### src/rtl/rdiv_pkg.sv
// Package with the shared types and action codes of the pipelined restoring divider.
`default_nettype none

package rdiv_pkg;

    // Action codes of an input item.
    localparam logic ACT_UNSIGNED = 1'b0;
    localparam logic ACT_SIGNED   = 1'b1;

    // Sign fix-up that travels with an item down the pipeline.
    typedef struct packed {
        logic neg_q;    // negate the magnitude quotient
        logic neg_r;    // negate a nonzero magnitude remainder
    } t_rdiv_ctl;

endpackage

`default_nettype wire

### src/rtl/rdiv_prep.sv
// Input stage: takes operand magnitudes and works out the sign fix-up.
`default_nettype none

module rdiv_prep #(
    parameter int DATA_WIDTH = 32
) (
    input  wire logic                  i_clk,
    input  wire logic                  i_rst_n,
    input  wire logic                  i_en,
    input  wire logic                  i_valid,
    input  wire logic                  i_action,
    input  wire logic [DATA_WIDTH-1:0] i_dividend,
    input  wire logic [DATA_WIDTH-1:0] i_divisor,
    output logic                       o_valid,
    output logic [DATA_WIDTH-1:0]      o_num,
    output logic [DATA_WIDTH-1:0]      o_den,
    output rdiv_pkg::t_rdiv_ctl        o_ctl
);
    import rdiv_pkg::*;

    localparam logic [DATA_WIDTH-1:0] ONE = {{(DATA_WIDTH-1){1'b0}}, 1'b1};

    logic                  is_signed;
    logic                  sign_n;
    logic                  sign_d;
    logic [DATA_WIDTH-1:0] n_num;
    logic [DATA_WIDTH-1:0] n_den;
    t_rdiv_ctl             n_ctl;

    logic                  r_valid;
    logic [DATA_WIDTH-1:0] r_num;
    logic [DATA_WIDTH-1:0] r_den;
    t_rdiv_ctl             r_ctl;

    always_comb begin
        is_signed   = (i_action == ACT_SIGNED);
        sign_n      = is_signed & i_dividend[DATA_WIDTH-1];
        sign_d      = is_signed & i_divisor[DATA_WIDTH-1];
        n_num       = sign_n ? (~i_dividend) + ONE : i_dividend;
        n_den       = sign_d ? (~i_divisor) + ONE : i_divisor;
        n_ctl.neg_q = sign_n ^ sign_d;
        n_ctl.neg_r = sign_n;
    end

    always_ff @(posedge i_clk) begin
        if (!i_rst_n) begin
            r_valid <= 1'b0;
        end else if (i_en) begin
            r_valid <= i_valid;
        end
    end

    always_ff @(posedge i_clk) begin
        if (i_en) begin
            r_num <= n_num;
            r_den <= n_den;
            r_ctl <= n_ctl;
        end
    end

    assign o_valid = r_valid;
    assign o_num   = r_num;
    assign o_den   = r_den;
    assign o_ctl   = r_ctl;

endmodule

`default_nettype wire

### config.mk
export PLATFORM = sky130hd
export DESIGN_NAME = rdiv_prep
export DESIGN_NICKNAME = d
export VERILOG_FILES = /design/src/rtl/rdiv_pkg.sv /design/src/rtl/rdiv_prep.sv
export SDC_FILE = /design/constraint.sdc
export NUM_CORES = 1
export LEC_CHECK = 0
export ABC_AREA = 1
export CAP_MARGIN = 20
export CORE_ASPECT_RATIO = 0.6
export CORE_MARGIN = 2
export CORE_UTILIZATION = 50
export CTS_BUF_LIST = sky130_fd_sc_hd__clkbuf_8 sky130_fd_sc_hd__clkbuf_16
export DETAILED_ROUTE_END_ITERATION = 8
export DONT_BUFFER_PORTS = 1
export PLACE_DENSITY_LB_ADDON = 0.2
export SLEW_MARGIN = 20
export SYNTH_ARGS = -nofsm -noshare
export SYNTH_HDL_FRONTEND = slang
export SYNTH_SLANG_ARGS = --single-unit
### constraint.sdc
create_clock -name i_clk -period 2.1 [get_ports i_clk]
set_input_delay 0.42 -clock i_clk [delete_from_list [all_inputs] [get_ports i_clk]]
set_output_delay 0.42 -clock i_clk [all_outputs]
set_load 0.02 [all_outputs]
Yosys cells after proc, flatten, opt, wreduce, memory -nomap -nowiden
Cells that the tools add are included.

word-level totals
  register bits = 67
  word-level logic and storage cells = 14

operators by class
  add/subtract/negate cells = 2
  mux-type cells = 2
  bitwise operators = 5

operator list
  cell                     count
  $add A32 B1 Y32 const B  2
  $mux W32                 2
  $not A32 Y32             2
  $and A1 B1 Y1            2
  $xor A1 B1 Y1            1

Logic depth before layout (Yosys ltp)
  depth after elaboration = 3
  depth in mapped cells = 9
  depth with buffers taken out = 9

Least setup slack after synthesis
No wires, ideal clock.

  kind = input to register
  from = input i_dividend[0]
  to = register r_num[24], in the netlist o_num[24], data pin
  library setup time = 252 ps
  arrival time = 1204 ps
  data required time = 1848 ps
  path slack = 644 ps
  stages = 9
  path buffers = 0
  cells stage by stage = inv_1 ha_1 nand2_1 nor2_2 nand2_1 nand2_1 nand2_1 nand2_1 nand2_1

between the ends
  cells in the longest elaborated chain, start to end = 3

ends and longest elaborated chain
  element                 line             RTL
  start: declaration      rdiv_prep.sv:12  input wire logic [DATA_WIDTH-1:0] i_dividend,
  $not A32 Y32            rdiv_prep.sv:39  n_num = sign_n ? (~i_dividend) + ONE : i_dividend;
  $add A32 B1 Y32         rdiv_prep.sv:39
  $mux W32                rdiv_prep.sv:39
  net n_num[24]           rdiv_prep.sv:26  logic [DATA_WIDTH-1:0] n_num;
  end signal: assignment  rdiv_prep.sv:55  r_num <= n_num;
  end: declaration        rdiv_prep.sv:31  logic [DATA_WIDTH-1:0] r_num;

The timed path passes the listed nets, and every way through them passes these cells.
A chain may end at the register's enable or synchronous reset.

Worst setup path in the final report
  from = input i_dividend[0]
  to = register r_num[22], in the netlist o_num[22], data pin

The elaborated chain is that of the path after synthesis.

==> reports/qor.csv <==
metric,value,unit
first-pass GRT wire length,16.14,mm
"Gates resized, CTS repair",0,
Mapped Cells,525,
combinational fraction of design power,0.097,
Routed WL per cell,16.57,µm
nets,604,
status,"finished, final reports clean",
ys flop type,edfxtp_1,
Die Wd,120.6,µm
MaxCap Viol Count,0,
final hold vios,0,
FMAX,693.1,MHz
"Seq/Total Area, Yosys",0.4906,
hold crit path type,input port to flip-flop,
clock tree sinks,67,
CP required,2.17,ns
internal power,2.834,mW
RSZ-0062 raised after global routing,false,
total power,3.842,mW
H-tree depth,3,
Worst Setup Path Type,input port to flip-flop,
CTS hold repair buffers,0,
post-synthesis net count,596,
vias,3453,
area share of the largest cell type after synthesis,0.4857,
Leak,1.910,nW
setup TNS,0,ns
P per Cell Area,851.0,mW/mm²
Clock Skews,0,ns
Psw,1.007,mW
Rows,25,
Die Y,73.98,µm
Placeable Area,0.007883,mm²
Die Area,0.008923,mm²
DR DRC count,0,
sw frac,0.2622,
clk_lat worst skew,0.32,ns
io pins,136,
CTS tree,yes,
routability cong.,0.9672,
"Core Util, Final",0.5727,
CTS root buf,clkbuf_16,
Synth Warn #,0,
vias in the first global route,3011,
Post-CTS Setup Inserts,0,
fin. max-slew vios,0,
hpwl dp,8.272,mm
Seq pwr share,0.493,
GR Overflow Total,0,
layout cells sized above 1,0.07621,
cell with the most instances on the worst path,nand2_1,
worst relative slew slack,0.7203,
cells along the critical path,inv_1 > ha_1 > nand3_1 > nand2_1 > inv_1 > nor2_1 > nand2_1 > nand2_1 > nand2_1,
crit path buf inv count,2,
initial core utilization,0.5176,
Num CTS Buffers,9,
largest net degree at the start of global routing,69,
Worst VDD drop,0.4938,mV
Worst Tran Pin Value,0.4152,ns
top post-synthesis cells by count,"nand2_1, nor2_1, edfxtp_1",
crit path launch type,input port,
"Reg clk slew, reported paths",0.05,ns
number of port buffers,0,
post-route minimum period,1.443,ns
Final period util,0.6870,
top cell type by total area after synthesis,edfxtp_1,
drt first pass iters,4,
clock share of power,0.410,
Netlist cell types,23,
Routed Antenna Nets,0,
Routed WL,10.70,mm
Area Growth Syn to Fin,10.64,%
Initial DRC Count,327,
"count leader, synth",nand2_1,
Yosys reg bits,67,
Post-synth EDFFs,66,
Synth Cell Area,0.004080,mm²
initial antenna violation count,0,
antenna diode count,0,
largest cells by area after synthesis,"edfxtp_1, nand2_1, nor2_1, inv_1, nand3_1",
syn avg cell area,7.772,µm²
Worst setup EP type,flip-flop,
CTS Buffer Depth,2,
vias per cell,5.345,
Global Route Usage Sum,0.2451,
critical path's slowest cell,nor2_1,
family with the most delay on the worst path,simple AND/OR/NAND/NOR gates,
Post-synth ARST share,0,
max incr delay on CP,0.32,ns
worst-path fanout max,4,
CP arrival,1.52,ns
Final setup viols,0,
==> flip-flops by register name, summed over array words and instances (netlist names) <==
name	cells
o_num	32
o_ctl	2
o_valid	1
o_den	32
==> kinds of logic (layout without fill, tap and decap cells) <==
| family | after synthesis | after routing | synth area share |
|---|---|---|---|
| fa+ha+maj | 2 | 2 | 0.006132 |
| simple gates | 342 | 342 | 0.3481 |
| compound gates | 32 | 32 | 0.04079 |
| flops | 67 | 67 | 0.4906 |
| buf+inv | 54 | 67 | 0.05427 |
| xor+xnor | 28 | 28 | 0.06010 |
==> power by group through the flow <==
stage / clock network [mW] / logic [mW] / registers [mW]
final: 1.58 / 0.371 / 1.89
after global routing: 1.65 / 0.424 / 1.91
after CTS: 1.61 / 0.368 / 1.90
after detailed placement: 0 / 0.367 / 1.92
after global placement: 0 / 0.356 / 1.92
after floorplan: 0 / 0.298 / 1.89
==> worst paths after layout <==
path | from | endpoint | slack (ns) | cells past startpoint
setup reg to reg | o_valid | o_valid | 1.34 | 2
hold reg to reg | o_valid | o_valid | 0.66 | 2
hold / removal | i_divisor[0] | o_den[0] | 0.19 | 0
setup / recovery | i_dividend[0] | o_num[22] | 0.66 | 9
==> cell usage in the layout, fill, tap and decap left out <==
master     count
nor2_1        99
dfxtp_1        1
xor2_1        16
o21ai_0       24
a21oi_1        6
xnor2_1       12
nor2_4         5
nand2_2        4
o21bai_1       1
edfxtp_1      66
nand3b_1       1
inv_2          3
clkbuf_16      9
buf_4          3
nand2_1      187
nor2_2        10
nand3_4        1
bufinv_16      1
inv_1         47
clkbuf_8       4
ha_1           2
o21ai_2        1
nand3_1       33
nand4_1        2
==> routing by layer <==
| metal | GRT usage | vias up | part of all wire |
|---|---|---|---|
| li1 | - | 1695 | - |
| met1 | 0.3868 | 1558 | 0.50 |
| met2 | 0.2919 | 190 | 0.36 |
| met3 | 0.1043 | 10 | 0.13 |
| met4 | 0.07364 | 0 | 0.0079 |
| met5 | 0 | - | 0 |
==> metrics by stage <==
stage	area (µm²)	std cells	setup WS, ns	hold slack [ns]
2_1_floorplan	4080	525	0.6436	0.5135
3_3_place_gp	4197	630	0.3823	0.5190
3_5_place_dp	4197	630	0.3439	0.5190
4_1_cts	4514	646	0.6795	0.1763
5_1_grt	4514	646	0.5031	0.1715
6_report	4514	646	0.6573	0.1911
==> area by class of cell <==
cell class	instances	area (µm²)
clock inverter	3	37.54
multi-input combinational	404	1857
tap	108	135.1
inverter	48	180.2
clock buffer	13	280.3
sequential	67	2002
fill	740	3368
timing repair buffer	3	22.52
No activity file was read; power rests on OpenSTA's default activity.
