==> src/rtl/rdiv_pkg.sv <==
// Package with the shared types and action codes of the pipelined restoring divider.
`default_nettype none

package rdiv_pkg;

    // Action codes of an input item.
    localparam logic ACT_UNSIGNED = 1'b0;
    localparam logic ACT_SIGNED   = 1'b1;

    // Sign fix-up that travels with an item down the pipeline.
    typedef struct packed {
        logic neg_q;    // negate the magnitude quotient
        logic neg_r;    // negate a nonzero magnitude remainder
    } t_rdiv_ctl;

endpackage

`default_nettype wire

==> src/rtl/rdiv_step.sv <==
// One registered restoring step: shift, trial subtract, keep or restore.
`default_nettype none

module rdiv_step #(
    parameter int DATA_WIDTH = 32
) (
    input  wire logic                  i_clk,
    input  wire logic                  i_rst_n,
    input  wire logic                  i_en,
    input  wire logic                  i_valid,
    input  wire logic [DATA_WIDTH-1:0] i_rem,
    input  wire logic [DATA_WIDTH-1:0] i_nq,
    input  wire logic [DATA_WIDTH-1:0] i_den,
    input  wire rdiv_pkg::t_rdiv_ctl   i_ctl,
    output logic                       o_valid,
    output logic [DATA_WIDTH-1:0]      o_rem,
    output logic [DATA_WIDTH-1:0]      o_nq,
    output logic [DATA_WIDTH-1:0]      o_den,
    output rdiv_pkg::t_rdiv_ctl        o_ctl
);
    import rdiv_pkg::*;

    // The partial remainder is one bit wider than the word after the shift, so the
    // bit shifted out counts in the compare. The low word holds the dividend bits
    // still to come, with quotient bits entering from the bottom.
    logic [DATA_WIDTH:0]   trial;
    logic [DATA_WIDTH:0]   diff;
    logic                  q_bit;
    logic [DATA_WIDTH-1:0] n_rem;
    logic [DATA_WIDTH-1:0] n_nq;

    logic                  r_valid;
    logic [DATA_WIDTH-1:0] r_rem;
    logic [DATA_WIDTH-1:0] r_nq;
    logic [DATA_WIDTH-1:0] r_den;
    t_rdiv_ctl             r_ctl;

    always_comb begin
        trial = {i_rem, i_nq[DATA_WIDTH-1]};
        diff  = trial - {1'b0, i_den};
        q_bit = ~diff[DATA_WIDTH];
        n_rem = q_bit ? diff[DATA_WIDTH-1:0] : trial[DATA_WIDTH-1:0];
        n_nq  = {i_nq[DATA_WIDTH-2:0], q_bit};
    end

    always_ff @(posedge i_clk) begin
        if (!i_rst_n) begin
            r_valid <= 1'b0;
        end else if (i_en) begin
            r_valid <= i_valid;
        end
    end

    always_ff @(posedge i_clk) begin
        if (i_en) begin
            r_rem <= n_rem;
            r_nq  <= n_nq;
            r_den <= i_den;
            r_ctl <= i_ctl;
        end
    end

    assign o_valid = r_valid;
    assign o_rem   = r_rem;
    assign o_nq    = r_nq;
    assign o_den   = r_den;
    assign o_ctl   = r_ctl;

endmodule

`default_nettype wire

==> config.mk <==
export PLATFORM = sky130hd
export DESIGN_NAME = rdiv_step
export DESIGN_NICKNAME = d
export VERILOG_FILES = /design/src/rtl/rdiv_pkg.sv /design/src/rtl/rdiv_step.sv
export SDC_FILE = /design/constraint.sdc
export NUM_CORES = 1
export LEC_CHECK = 0
export BUFFER_PORTS_ARGS = -buffer_cell sky130_fd_sc_hd__buf_2
export CORE_MARGIN = 2
export CORE_UTILIZATION = 24
export DETAILED_ROUTE_END_ITERATION = 10
export HOLD_SLACK_MARGIN = 0.02
export SLEW_MARGIN = 20
export SYNTH_ARGS = -nofsm -noshare
export SYNTH_HDL_FRONTEND = slang
export SYNTH_SLANG_ARGS = --single-unit
export TNS_END_PERCENT = 100
==> constraint.sdc <==
create_clock -name i_clk -period 2.8 [get_ports i_clk]
set_input_delay 0.14 -clock i_clk [delete_from_list [all_inputs] [get_ports i_clk]]
set_output_delay 0.14 -clock i_clk [all_outputs]
set_load 0.02 [all_outputs]
== Word-level counts from Yosys, hierarchy flattened ==
Index checks and enable logic that the tools add are counted.
Word-level totals
  bits in registers: 99
  bits of input ports: 102
  output and inout port bits: 99
  logic and storage cells: 9
Operators by class
  add/sub/neg operators: 1
  mux-type cells: 1
  bitwise gates (word level): 1
Operator list (count)
  33-bit by 32-bit subtractor with 33-bit output: 1
  32-bit two-way mux: 1
  1-bit NOT: 1

== Depth between registers and ports, before layout ==
  word-level depth: 2
  gate-level depth with buffers: 12
  mapped depth without buffers: 11

== Worst setup path after synthesis ==
No wires, ideal clock.
  path type: in2reg
  start: input i_nq[31]
  end: register r_rem[10] (netlist: o_rem[10]) (data pin)
  library setup time: 260 ps
  data arrival time: 2414 ps
  required time: 2540 ps
  slack: 126 ps
  stages: 12
  path buffers: 1
  path through: inv_1 -> ha_1 -> fa_1 -> nand2b_1 -> a21oi_1 -> o211ai_1 -> a21oi_1 -> o31a_2 -> mux2i_1 -> nor2_2 -> buf_6 -> mux2_4
Between the ends
  word-level cells in the longest chain between the ends: 2
RTL lines
  start, declared: RTL line rdiv_step.sv:12  | input wire logic [DATA_WIDTH-1:0] i_nq,
  33-bit by 32-bit subtractor with 33-bit output: RTL line rdiv_step.sv:40  | diff = trial - {1'b0, i_den};
  32-bit two-way mux: RTL line rdiv_step.sv:42  | n_rem = q_bit ? diff[DATA_WIDTH-1:0] : trial[DATA_WIDTH-1:0];
  via n_rem[10]: RTL line rdiv_step.sv:29  | logic [DATA_WIDTH-1:0] n_rem;
  end signal, assigned: RTL line rdiv_step.sv:56  | r_rem <= n_rem;
  end, declared: RTL line rdiv_step.sv:33  | logic [DATA_WIDTH-1:0] r_rem;
The timed path passes the listed nets, and every way through them passes these cells.
A chain may end at the register's enable or synchronous reset.

== Worst setup path in the final report ==
  start: input i_den[20]
  end: register r_rem[10] (netlist: o_rem[10]) (data pin)
Between the ends
  word-level cells in the longest chain between the ends: 2
RTL lines
  start, declared: RTL line rdiv_step.sv:13  | input wire logic [DATA_WIDTH-1:0] i_den,
  33-bit by 32-bit subtractor with 33-bit output: RTL line rdiv_step.sv:40
  32-bit two-way mux: RTL line rdiv_step.sv:42
  via n_rem[10]: RTL line rdiv_step.sv:29
The timed path passes the listed nets, and every way through them passes these cells.

==> impl_metrics.yaml <==
final_layout:
  nNetsFinal: 882
  fin_util_pct: 36.2
  drive_above_1_share_pct: 39.4
  finalInstanceArea_um2: 8140
  multi_input_area_um2: 2370
  mostFrequentLayoutCell: "buf_2"
  ff_latch_area_um2: 2960
  n_fill_cell: 2254
  syn_to_final_growth_pct: 48.7
  layout_common_cells: "199 x buf_2, 98 x edfxtp_1, 66 x dlygate4sd3_1"
sta:
  fin_crit_ps: 2740
  setup_violations: 0
  tns_ps: 0
  worst_slew_pin_slew_ps: 526
  slew_violations: 0
  slew_headroom_pct: 64.9
  skew_ps: 0
  fin_crit_sh_pct: 97.7
  finalHoldViolCount: 0
  fin_hold_ws_ps: 41.4
  max_freq_ghz: 0.366
floorplanning:
  core_um2: 22500
  row_count: 55
  die_y_um: 155
  io_pins: 201
  die-area_um2: 24000
  start_util_pct: 24.3
  die_w_um: 155
detailed_routing:
  first_pass_iters: 4
  post_drt_wl_per_cell_um: 15.5
  dr.first_iter.drc_count: 262
  vias: 4539
  routed_wl_mm: 16.1
  via_per_inst: 4.37
  drc: 0
  ant_nets: 0
critical_path:
  cp-end-kind: "flop"
  cp.required_ps: 2910
  critPathKind: "primary input to flop"
  rr_worst_depth: 2
  crit_arrival_ps: 2850
  worstPathMaxFanout: 5
  rrSetupSlack_ps: 2210
  startpoint_type: "primary input"
clocking:
  cts_root_buf: "clkbuf_16"
  clock_path_buffers: 2
  htreeDepth: 3
  insertion_delay_ps: 360
  numCtsBuffers: 9
  cts_tree: "built"
  clk_pin_slew_ps: 70
  cts_sinks: 99
synth:
  muxShareOfSynthArea_pct: 8.57
  syn-cell-area_um2: 5470
  synth_compound_area_share_pct: 12.5
  synthCells: 445
  synth-simple-area-share_pct: 9.47
  synth.avg_cell_area_um2: 12.3
  synth_top_family_by_area: "compound AO/OA/AOI/OAI gates"
  ys_warn_count: 0
  ys.flop_type: "edfxtp_1"
  synth_adder_area_share_pct: 7.68
  synthXorXnorAreaFrac_pct: 3.68
  synth_nets: 580
  synthArstFlopShare_pct: 0
  synth_edf_count: 98
  synth_cell_types: 50
  ys_seq_area_share_pct: 54.1
  ys_ff_latch: 99
grt:
  grt_max_degree: 62
  grt_pass1_vias: 4606
  antenna_found_initial: 6
  grt_pass1_wl_mm: 24.0
  overflow: 0
  grt.total_usage_pct: 13.0
run_status:
  status: "completed"
place:
  io_buffer_count: 200
  hpwlAfterDp_mm: 11.8
  placed_area_um2: 7020
  place_congestion: 0.819
power_and_ir_drop:
  power_density_nw_per_um2: 547
  peakVddDrop_mv: 0.261
  leakagePower_nw: 3.66
min_path:
  hold_path_class: "primary input to flop"
  hold_depth: 3
job:
  drv_cap: 0
[through the flow]
stage	std cells	setup WS [ps]	total power, W
after global placement	948	-111	0.00311
after floorplan	445	126	0.00267
final	1038	64.5	0.00446
after detailed placement	948	-201	0.00312
after global routing	1037	-6.29	0.00469
after CTS	1030	25.4	0.00447
[metal layers]
| layer | vias to the layer above | track usage [%] | routed length [um] |
|---|---|---|---|
| li1 | 2255 | - | - |
| met1 | 2095 | 16.0 | 6910 |
| met2 | 159 | 21.0 | 7490 |
| met3 | 22 | 4.40 | 1320 |
| met4 | 8 | 5.07 | 319 |
| met5 | - | 0 | 52 |
[state kept, by name (all words and copies together), names as in the netlist]
name and cells:
o_den 32, o_rem 32, o_nq 32, o_valid 1, o_ctl 2
[critical path, cell delays in order]
cell and delay (ps):
dlygate4sd3_1 520, buf_2 110, inv_1 50, ha_1 190, a21o_1 180, a21o_1 190
a21o_1 190, o31a_2 380, mux2i_2 240, nor2_4 60, buf_12 150, clkbuf_16 160
mux2_4 300
[cell families after synthesis]
group,Yosys count
buffers and inverters,49
adder cells (fa/ha/maj),33
AND/OR/NAND/NOR,100
flip-flops,99
AO/OA/AOI/OAI,107
XOR/XNOR,23
multiplexers,34
[power by group]
| part | internal, W | leakage, nW | switching, W |
|---|---|---|---|
| sequential | 0.00182 | 0.967 | 0.0000344 |
| combinational | 0.000642 | 2.56 | 0.000727 |
| clock | 0.000620 | 0.137 | 0.000615 |
| total | 0.00308 | 3.66 | 0.00138 |
[cell usage after synthesis (3+ instances only)]
cell type	count	area [um^2]
edfxtp_1	98	2940
a21oi_1	38	190
inv_1	38	143
ha_1	32	400
nand2_1	27	101
mux2_4	25	375
a21o_1	18	135
nor2_1	18	67.6
o21ai_0	17	85.1
xnor2_1	13	114
nand3_1	10	50.1
xor2_1	10	87.6
nand2b_1	8	50.1
mux2i_1	6	60.1
nand4_1	6	37.5
nor2b_1	6	37.5
o211ai_1	6	45.0
clkbuf_1	5	18.8
o21a_1	5	37.5
o21bai_1	5	37.5
and3_1	4	25.0
buf_6	4	45.0
nor3_1	4	20.0
a211oi_1	3	22.5
a21bo_2	3	30.0
and2_1	3	18.8
and4_1	3	26.3
mux2_2	3	33.8
[what timing repair did]
item	4_1_cts	5_1_grt
hold endpoints to repair	66	0
hold buffers	66	0
endpoints found under the setup margin	0	29
resized for setup	0	11
setup buffers	0	4
[layout make-up]
cell class                 count  share of cell area [%]
clock buffer                   9                    2.77
antenna                        1                  0.0307
clock inverter                 7                   0.738
inverter                      38                    1.75
sequential                    99                    36.4
timing repair buffer         302                    24.9
tap                          285                    4.38
multi-input combinational    297                    29.1
[final timing paths]
| path | start | endpoint |
|---|---|---|
| min | i_valid | o_valid |
| max reg2reg | o_valid | o_valid |
| max | i_den[20] | o_rem[10] |
| min reg2reg | o_valid | o_valid |
Note: power is estimated with default switching activity, not from simulation.
