## config.mk

```make
export PLATFORM = sky130hd
export DESIGN_NAME = rdiv_fix
export DESIGN_NICKNAME = d
export VERILOG_FILES = /design/src/rtl/rdiv_pkg.sv /design/src/rtl/rdiv_fix.sv
export SDC_FILE = /design/constraint.sdc
export NUM_CORES = 1
export LEC_CHECK = 0
export ABC_AREA = 1
export BUFFER_PORTS_ARGS = -buffer_cell sky130_fd_sc_hd__clkbuf_2
export CORE_MARGIN = 2
export CORE_UTILIZATION = 30
export DETAILED_ROUTE_END_ITERATION = 10
export GPL_ROUTABILITY_DRIVEN = 0
export PLACE_DENSITY = 0.58
export SLEW_MARGIN = 20
export SYNTH_ARGS = -nofsm -noshare
export SYNTH_HDL_FRONTEND = slang
export SYNTH_SLANG_ARGS = --single-unit
```

## constraint.sdc

```tcl
create_clock -name i_clk -period 6.8 [get_ports i_clk]
set_clock_uncertainty 0.05 [all_clocks]
set_input_delay 0.34 -clock i_clk [delete_from_list [all_inputs] [get_ports i_clk]]
set_output_delay 0.34 -clock i_clk [all_outputs]
set_load 0.01 [all_outputs]
```

## src/rtl/rdiv_pkg.sv

```systemverilog
// Package with the shared types and action codes of the pipelined restoring divider.
`default_nettype none

package rdiv_pkg;

    // Action codes of an input item.
    localparam logic ACT_UNSIGNED = 1'b0;
    localparam logic ACT_SIGNED   = 1'b1;

    // Sign fix-up that travels with an item down the pipeline.
    typedef struct packed {
        logic neg_q;    // negate the magnitude quotient
        logic neg_r;    // negate a nonzero magnitude remainder
    } t_rdiv_ctl;

endpackage

`default_nettype wire

```

## src/rtl/rdiv_fix.sv

```systemverilog
// Output stage: sign fix-up of the result, output register and skid register.
`default_nettype none

module rdiv_fix #(
    parameter int DATA_WIDTH = 32
) (
    input  wire logic                  i_clk,
    input  wire logic                  i_rst_n,
    input  wire logic                  i_valid,
    input  wire logic [DATA_WIDTH-1:0] i_quot,
    input  wire logic [DATA_WIDTH-1:0] i_rem,
    input  wire rdiv_pkg::t_rdiv_ctl   i_ctl,
    input  wire logic                  i_out_ready,
    output logic                       o_en,
    output logic                       o_out_valid,
    output logic [DATA_WIDTH-1:0]      o_quotient,
    output logic [DATA_WIDTH-1:0]      o_remainder
);
    import rdiv_pkg::*;

    localparam logic [DATA_WIDTH-1:0] ONE = {{(DATA_WIDTH-1){1'b0}}, 1'b1};

    logic                  take;
    logic [DATA_WIDTH-1:0] fix_q;
    logic [DATA_WIDTH-1:0] fix_r;

    logic                  r_out_valid;
    logic [DATA_WIDTH-1:0] r_out_q;
    logic [DATA_WIDTH-1:0] r_out_r;
    logic                  r_skid_valid;
    logic [DATA_WIDTH-1:0] r_skid_q;
    logic [DATA_WIDTH-1:0] r_skid_r;

    // The pipeline moves whenever the skid register is empty.
    assign o_en = ~r_skid_valid;
    assign take = i_valid & ~r_skid_valid;

    always_comb begin
        fix_q = i_ctl.neg_q ? (~i_quot) + ONE : i_quot;
        fix_r = (i_ctl.neg_r && (i_rem != '0)) ? (~i_rem) + ONE : i_rem;
    end

    always_ff @(posedge i_clk) begin
        if (!i_rst_n) begin
            r_out_valid  <= 1'b0;
            r_skid_valid <= 1'b0;
        end else if (!r_out_valid || i_out_ready) begin
            if (r_skid_valid) begin
                r_out_valid  <= 1'b1;
                r_skid_valid <= 1'b0;
            end else begin
                r_out_valid <= take;
            end
        end else if (take) begin
            r_skid_valid <= 1'b1;
        end
    end

    always_ff @(posedge i_clk) begin
        if (!r_out_valid || i_out_ready) begin
            if (r_skid_valid) begin
                r_out_q <= r_skid_q;
                r_out_r <= r_skid_r;
            end else begin
                r_out_q <= fix_q;
                r_out_r <= fix_r;
            end
        end else if (take) begin
            r_skid_q <= fix_q;
            r_skid_r <= fix_r;
        end
    end

    assign o_out_valid = r_out_valid;
    assign o_quotient  = r_out_q;
    assign o_remainder = r_out_r;

endmodule

`default_nettype wire

```

# After elaboration in Yosys (flattened, before gate mapping)
# Index checks and enable logic that the tools add are counted.
# Widths: inputs -> output; s select.
op_classes:
  shift: 0
  magnitude_cmp: 0
  multipliers: 0
  n_eq_ne: 0
  muxes: 5
  reduce_logical: 6
  div: 0
  bitwise: 6
  n_addsub: 2
ops:
  columns: ["cell", "n"]
  rows:
  - ["$mux 32", 4]
  - ["$add 32x1->32 const B", 2]
  - ["$not 32->32", 2]
  - ["$reduce_bool 32->1", 1]
  - ["$not 1->1", 3]
  - ["$reduce_and 2->1", 1]
  - ["$reduce_or 2->1", 1]
  - ["$and 1x1->1", 1]
  - ["$logic_and 1x1->1", 1]
  - ["$logic_not 1->1", 1]
  - ["$logic_or 1x1->1", 1]
  - ["$mux 1", 1]
word_totals:
  word_cells: 25
  n_memories: 0
  rom_bits: 0
  out_inout_bits: 66
  inputBits: 70
  latchBits: 0
  register_bits: 130
  mem_bits_rw: 0

# Depth between registers and ports, before layout
# Gate-level depths: netlist (run 1).
logic_depth:
  ltp_word: 4
  mapped_depth: 12
  depth_no_buf: 12

# Worst setup path after synthesis (run 1)
# OpenSTA, ideal clock, no wires.
synth_path:
  path_type: "register -> register"
  start: "register r_out_valid, in the netlist o_out_valid"
  end: "register r_skid_q[0], enable pin"
  synth_period_minus_slack_ns: 5.261
  setup_time_ns: 0.487
  t_arrival_ns: 4.724
  slack_ns: 1.539
  path_buffers: 0
  t_required_ns: 6.263
  path_stages_with_launch: 3
  path_cell_list: "dfxtp_1 nand2_1 nor2_1"
synth_between:
  elab_chain_len: 4
synth_rtl:
  columns: ["item", "line_no", "rtl"]
  rows:
  - ["from (decl)", "rdiv_fix.sv:27", "logic r_out_valid;"]
  - ["from (signal assigned)", "rdiv_fix.sv:52", "r_out_valid <= take;"]
  - ["$logic_not 1->1", "rdiv_fix.sv:60", "if (!r_out_valid || i_out_ready) begin"]
  - ["$logic_or 1x1->1", "rdiv_fix.sv:60", null]
  - ["$not 1->1 (no line)", null, null]
  - ["$reduce_and 2->1 (no line)", null, null]
  - ["to (signal assigned)", "rdiv_fix.sv:69", "r_skid_q <= fix_q;"]
  - ["to (decl)", "rdiv_fix.sv:31", "logic [DATA_WIDTH-1:0] r_skid_q;"]
# No other way between the ends.
# A chain may end at the register's enable or synchronous reset.

# Worst setup path in the final report (run 1)
layout_path:
  start: "register r_out_valid, in the netlist o_out_valid"
  end: "register r_skid_q[27], enable pin"
# Same word-level chain as after synthesis.

==> results by group, run 1 <==
Timing
  – Post-route setup TNS: 0 ps
  – Post-layout min period: 2650 ps
  – FMAX: roughly 380 MHz
  – Slew Viols, Final: 0
  – Worst-Margin Slew: 937 ps
  – RSZ-0062 raised after global routing: no
  – Setup violators final: 0
  – Normalized max-slew margin: 0.376
  – Crit share post-route: 0.390
  – Final hold violations: 0

Floorplan
  – Std-Cell Rows: between 50 and 60
  – Die H: 156 um
  – Core ar.: 0.0226 sq mm
  – # IOs: 136
  – Die area: about 0.024 sq mm
  – Starting Density: 0.306
  – Die span in x: 156 um

Detailed routing
  – Routed WL: 17900 um
  – Wire per inst: 14.3 um
  – TritonRoute pass-1 iters: 5
  – Post-route ant nets: 0
  – Via-to-Cell Ratio: 4.51
  – Vias: 5630
  – M1 WL: 8320 um
  – Met3 routed WL: between 1000 and 1500 um
  – DRC Markers: 0
  – Highest routed metal layer: met4
  – Met2 Wirelength: between 8000 and 9000 um
  – Iter 0 DRT Violations: 389

Min path
  – WHS Path Cells: 1
  – Hold Crit Class: in -> reg

Yosys
  – Cells after Synth: 816
  – Register area share after synthesis: 0.560
  – Primary FF master, synth: edfxtp_1
  – #FFs+latches synth: between 100 and 150
  – Area leader, netlist: edfxtp_1
  – Synthesis Warnings: 0
  – Synth Cell Area: 0.00693 sq mm
  – Count leader, synth: nand2_1
  – Post-synthesis net count: 888
  – EDFF count, synth: ~130
  – Largest cells by area after synthesis: edfxtp_1 (55%), nand2_1 (18%), nor2_1 (4.7%), inv_1 (4.2%), nand3_1 (4.1%)
  – Asr flop ratio synth: 0
  – Syn avg cell area: approximately 8.5 sq um
  – Share of the synthesized area in the top cell type: 0.555
  – Synth top cells by count: nand2_1 (327), edfxtp_1 (128), nor2_1 (86)
  – Library cells used by synthesis: 33

Placed design
  – DP HPWL: approximately 13000 um
  – I/O Buffers: around 140

Final layout
  – Total inserted antenna cells: 0
  – # fillers: 2283
  – Finished Core Util: 0.377
  – Nets@finish: between 1k and 1.5k
  – Layout cell share with drive strength beyond 1: 0.202
  – Area growth syn-to-layout: 23.1%
  – Seq. cell area: 0.00388 sq mm
  – Area of the multi-input gates: 0.00267 sq mm

Run status
  – Outcome: complete, no violations

Global route
  – First-pass GRT wire length: 28200 um
  – Initial antenna violation count: 0
  – Largest net degree at the start of global routing: 80
  – GRT Residual Overflow: 0
  – Overall Global Routing Usage: 0.152
  – Vias in the first global route: 5332

Setup path
  – Startpoint Class: flop
  – Critical path fanouts, max: 67
  – Crit end category: flop
  – CP required: 6800 ps
  – R2r worst-path depth: 3
  – Setup Crit Path Kind: reg -> reg
  – CP Data Arrival Time: 2650 ps

CTS
  – CTS clk-pin slew, worst paths: approximately 60 ps
  – Post-CTS Resized: 0
  – Clk sinks: 130
  – CTS tree: done
  – Root Driver: clkbuf_16
  – # H-tree levels: 4
  – Clock buffer depth: 2
  – Total CTS buffers: 17
  – Hold bufs inserted after CTS: 0
  – Post-CTS Setup Inserts: 0
  – Clk_lat worst skew: around 420 ps

Power
  – Max VDD drop: 129 uV
  – Leak Pwr: 3.90 nW
  – PD cells: ~260 mW/mm^2

Run
  – Max_cap viols: 0
final cells by class:
class,instances,share of cell area
Tap cell,285,0.0418
Multi-Input combinational cell,584,0.313
Clock buffer,18,0.0503
Timing Repair Buffer,138,0.0818
Sequential cell,130,0.455
Inverter,79,0.0348
Clock inverter,14,0.0235
cell usage in the layout, fill, tap and decap left out, types with 9 or more instances in the layout:
cell / netlist / layout
clkbuf_2: 0 / 135
and2_1: 10 / 10
nand4_1: 9 / 9
xor2_1: 24 / 24
nand2_1: 327 / 326
edfxtp_1: 128 / 128
clkbuf_16: 0 / 17
nand3_1: 57 / 57
nor2_1: 86 / 85
o21ai_0: 26 / 26
inv_1: 77 / 77
final timing paths:
path                            start                        end  slack [ps]
max          o_out_valid$_SDFFE_PN0P_     r_skid_q[27]$_DFFE_PP_        4150
min                          i_rem[0]      r_skid_r[0]$_DFFE_PP_          70
max reg2reg  o_out_valid$_SDFFE_PN0P_     r_skid_q[27]$_DFFE_PP_        4150
min reg2reg    r_skid_r[16]$_DFFE_PP_  o_remainder[16]$_DFFE_PP_         470
sequential cells by signal, summed over array words and instances, names as in the netlist:
register and flops:
r_skid_q 32, r_skid_valid 1, o_quotient 32, o_remainder 32
o_out_valid 1, r_skid_r 32
metrics by stage:
step	area [sq um]	instances	worst slack, ps	hold WS [ps]	power (mW)
after global placement	7900	1216	3950	449	1.24
after CTS	8530	1248	4040	48.0	2.24
after global routing	8530	1248	3900	53.0	2.31
after detailed placement	7900	1216	3910	455	1.25
final	8530	1248	4150	68.9	2.21
after floorplan	6930	816	1540	389	1.13
power by group:
part	switching (mW)	total (mW)	leakage [nW]	internal [mW]
clock	0.367	0.987	0.304	0.620
combinational	0.171	0.259	2.33	0.0880
sequential	0.0159	0.967	1.26	0.951
cells by family (layout without fill, tap and decap cells):
kind of cell,count (synthesis),in the layout,share of synthesized area
buffers and inverters,102,249,0.0569
xor gates and xnor gates,28,28,0.0354
adders and majority gates,2,2,0.00361
DFF,130,130,0.560
and+or+nand+nor,513,513,0.310
AOI/OAI and AO/OA,41,41,0.0336
worst max-delay path: stages, from the launching register on:
cell,delay [ps]
dfxtp_1,370
nand2_4,510
nor2_4,700
buf_4,620
routing by layer:
| layer | up-vias | track usage |
|---|---|---|
| li1 | 2901 | - |
| met1 | 2560 | 0.204 |
| met2 | 138 | 0.230 |
| met3 | 31 | 0.0411 |
| met4 | 0 | 0.0638 |
| met5 | - | 0 |
Power figures use the tool's default switching activity.
==> inputs of run 2 (changes only) <==
- clock period: 6.8 -> 2.47 ns (I/O delays scaled with it)
==> results by group, run 2 (same netlist as run 1, synthesis figures left out) <==
Timing
  – Slew Viols, Final: 0 (unchanged)
  – Setup violators final: 0 (unchanged)
  – RSZ-0062 raised after global routing: no
  – Normalized max-slew margin: 0.522 (+0.147)
  – FMAX: 482 MHz (+28%)
  – Final hold violations: 0 (unchanged)
  – Post-route setup TNS: 0 ps (unchanged)
  – Post-layout min period: 2080 ps (-577 ps)
  – Crit share post-route: 0.841 (+0.450)
  – Worst-Margin Slew: 717 ps (-220 ps)

Power
  – Reg power frac: 0.442 (+0.005)
  – Sw Pwr: 1.54 mW (+180%)
  – PD cells: 697 mW/mm^2 (+170%)
  – Pint: 4.48 mW (+170%)
  – Switching fraction of total power: 0.257 (+0.00597)
  – Comb pwr share: 0.120 (+0.003)
  – Power, Total: 6.02 mW (+170%)
  – Max VDD drop: 368 uV (+180%)
  – Leak Pwr: 3.93 nW (+1.0%)
  – Clock power frac: 0.437 (-0.009)

Setup path
  – Critical path fanouts, max: 49 (-27%)
  – CP required: 2730 ps (-4070 ps)
  – Crit Reg-Reg Endpoint: o_out_valid$_SDFFE_PN0P_
  – CP Data Arrival Time: 2330 ps (-320 ps)
  – Critical Path Start: o_out_valid$_SDFFE_PN0P_
  – Setup Crit Path Kind: reg -> reg
  – R2r worst-path depth: 4 (+1)
  – Worst reg-to-reg setup slack: 390 ps (-3750 ps)
  – Crit path to: o_out_valid$_SDFFE_PN0P_
  – R2r startpoint: o_out_valid$_SDFFE_PN0P_
  – Startpoint Class: flop
  – Crit end category: flop

Floorplan
  – Starting Density: 0.306 (unchanged)
  – Die span in x: 156 um (unchanged)
  – Die area: 0.0243 sq mm (unchanged)
  – Core ar.: 0.0226 sq mm (unchanged)
  – Std-Cell Rows: 55 (unchanged)
  – # IOs: 136 (unchanged)
  – Die H: 156 um (unchanged)

Global route
  – Largest net degree at the start of global routing: 80 (unchanged)
  – Vias in the first global route: 5405 (+1.4%)
  – GRT Residual Overflow: 0 (unchanged)
  – First-pass GRT wire length: 28500 um (+0.93%)
  – Overall Global Routing Usage: 0.153 (+0.00110)
  – Initial antenna violation count: 0 (unchanged)

Detailed routing
  – Post-route ant nets: 0 (unchanged)
  – Via-to-Cell Ratio: 4.54 (+0.56%)
  – Iter 0 DRT Violations: 472 (+21%)
  – Wire per inst: 14.5 um (+1.3%)
  – Vias: 5716 (+1.5%)
  – Routed WL: 18300 um (+2.3%)
  – TritonRoute pass-1 iters: 5 (unchanged)
  – DRC Markers: 0 (unchanged)

Run
  – Max_cap viols: 0 (unchanged)

Placed design
  – DP HPWL: 13000 um (about the same)
  – Post-DP Area: 0.00795 sq mm (+0.54%)
  – I/O Buffers: 135 (unchanged)

Final layout
  – Nets@finish: 1034 (+1.2%)
  – Layout cell share with drive strength beyond 1: 0.204 (+0.00161)
  – Design Area, Final: 0.00863 sq mm (+1.2%)
  – Area growth syn-to-layout: 24.6%
  – Most common cell after layout, fill and taps aside: nand2_1
  – Total inserted antenna cells: 0 (unchanged)
  – Commonest cells after routing, fill and taps aside: nand2_1 (326), clkbuf_2 (135), edfxtp_1 (128), nor2_1 (85), inv_1 (77)

CTS
  – Clk_lat worst skew: 420 ps (about the same)
  – CTS clk-pin slew, worst paths: 70 ps (about the same)
  – Post-CTS Resized: 0 (unchanged)
  – CTS tree: done
  – # H-tree levels: 4 (unchanged)
  – Clock buffer depth: 2 (unchanged)
  – Root Driver: clkbuf_16
  – Clk sinks: 130 (unchanged)
  – Post-CTS Setup Inserts: 0 (unchanged)
  – Hold bufs inserted after CTS: 8 (+8)
  – Total CTS buffers: 17 (unchanged)

Min path
  – Hold Crit Class: in -> reg
  – Hold path startpoint: i_quot[30]

Run status
  – Outcome: complete, no violations
==> run 2: cell count changes in the layout (fill, tap and decap cells not counted) <==
cell and change:
clkinv_4 +1, buf_4 +3, buf_12 +1, bufinv_16 -1
dlygate4sd3_1 +8, inv_6 -1, clkinvlp_4 +2, clkinv_2 -1
==> run 2: power groups by stage <==
stage	Combinational [mW]	Sequential (mW)	Clock (mW)
after global routing	0.818	2.68	2.78
after floorplan	0.335	2.77	0
final	0.725	2.66	2.63
after detailed placement	0.718	2.71	0
after global placement	0.710	2.71	0
after CTS	0.732	2.67	2.69
==> run 2: worst max-delay path, cell delays in order (launching register included) <==
cell and delay, ps:
dfxtp_1 330, nand2_4 230, buf_4 640, a21oi_1 120, dlygate4sd3_1 580
==> run 2: worst min path at each step <==
| stage | slack [ps] | to | cells past startpoint |
|---|---|---|---|
| floorplan | 170 | r_skid_q[0]$_DFFE_PP_ | 0 |
| global placement | 270 | r_skid_r[0]$_DFFE_PP_ | 1 |
| detailed placement | 270 | r_skid_r[0]$_DFFE_PP_ | 1 |
| CTS | 2 | r_skid_r[6]$_DFFE_PP_ | 2 |
| global route | 10 | r_skid_q[20]$_DFFE_PP_ | 2 |
| finish | 20 | r_skid_q[30]$_DFFE_PP_ | 3 |
==> run 2: area by class of cell <==
| cell class | instances | area, sq um |
|---|---|---|
| Tap cell | 285 | 357 |
| Inverter | 79 | 297 |
| Fill cell | 2300 | 14000 |
| Timing Repair Buffer | 150 | 821 |
| Clock inverter | 14 | 180 |
| Clock buffer | 18 | 429 |
| Sequential cell | 130 | 3880 |
| Multi-Input combinational cell | 584 | 2670 |
==> run 2: routing by layer <==
metal | wire, um | up-vias | part of all wire | GRT usage
met5 | 0 | - | 0 | 0
met4 | 247 | 0 | 0.014 | 0.0590
li1 | - | 2933 | - | -
met2 | 8360 | 147 | 0.46 | 0.239
met1 | 8820 | 2621 | 0.48 | 0.208
met3 | 856 | 15 | 0.047 | 0.0311
==> run 2: metrics by stage <==
stage / cells / utilization / hold slack [ps] / worst slack (ps)
after floorplan: 816 / - / 172 / 112
after global placement: 1220 / 0.351 / 266 / 647
after detailed placement: 1220 / 0.351 / 269 / 623
after CTS: 1260 / 0.381 / 2.34 / 322
after global routing: 1260 / 0.381 / 11.5 / 232
final: 1260 / 0.381 / 16.7 / 393
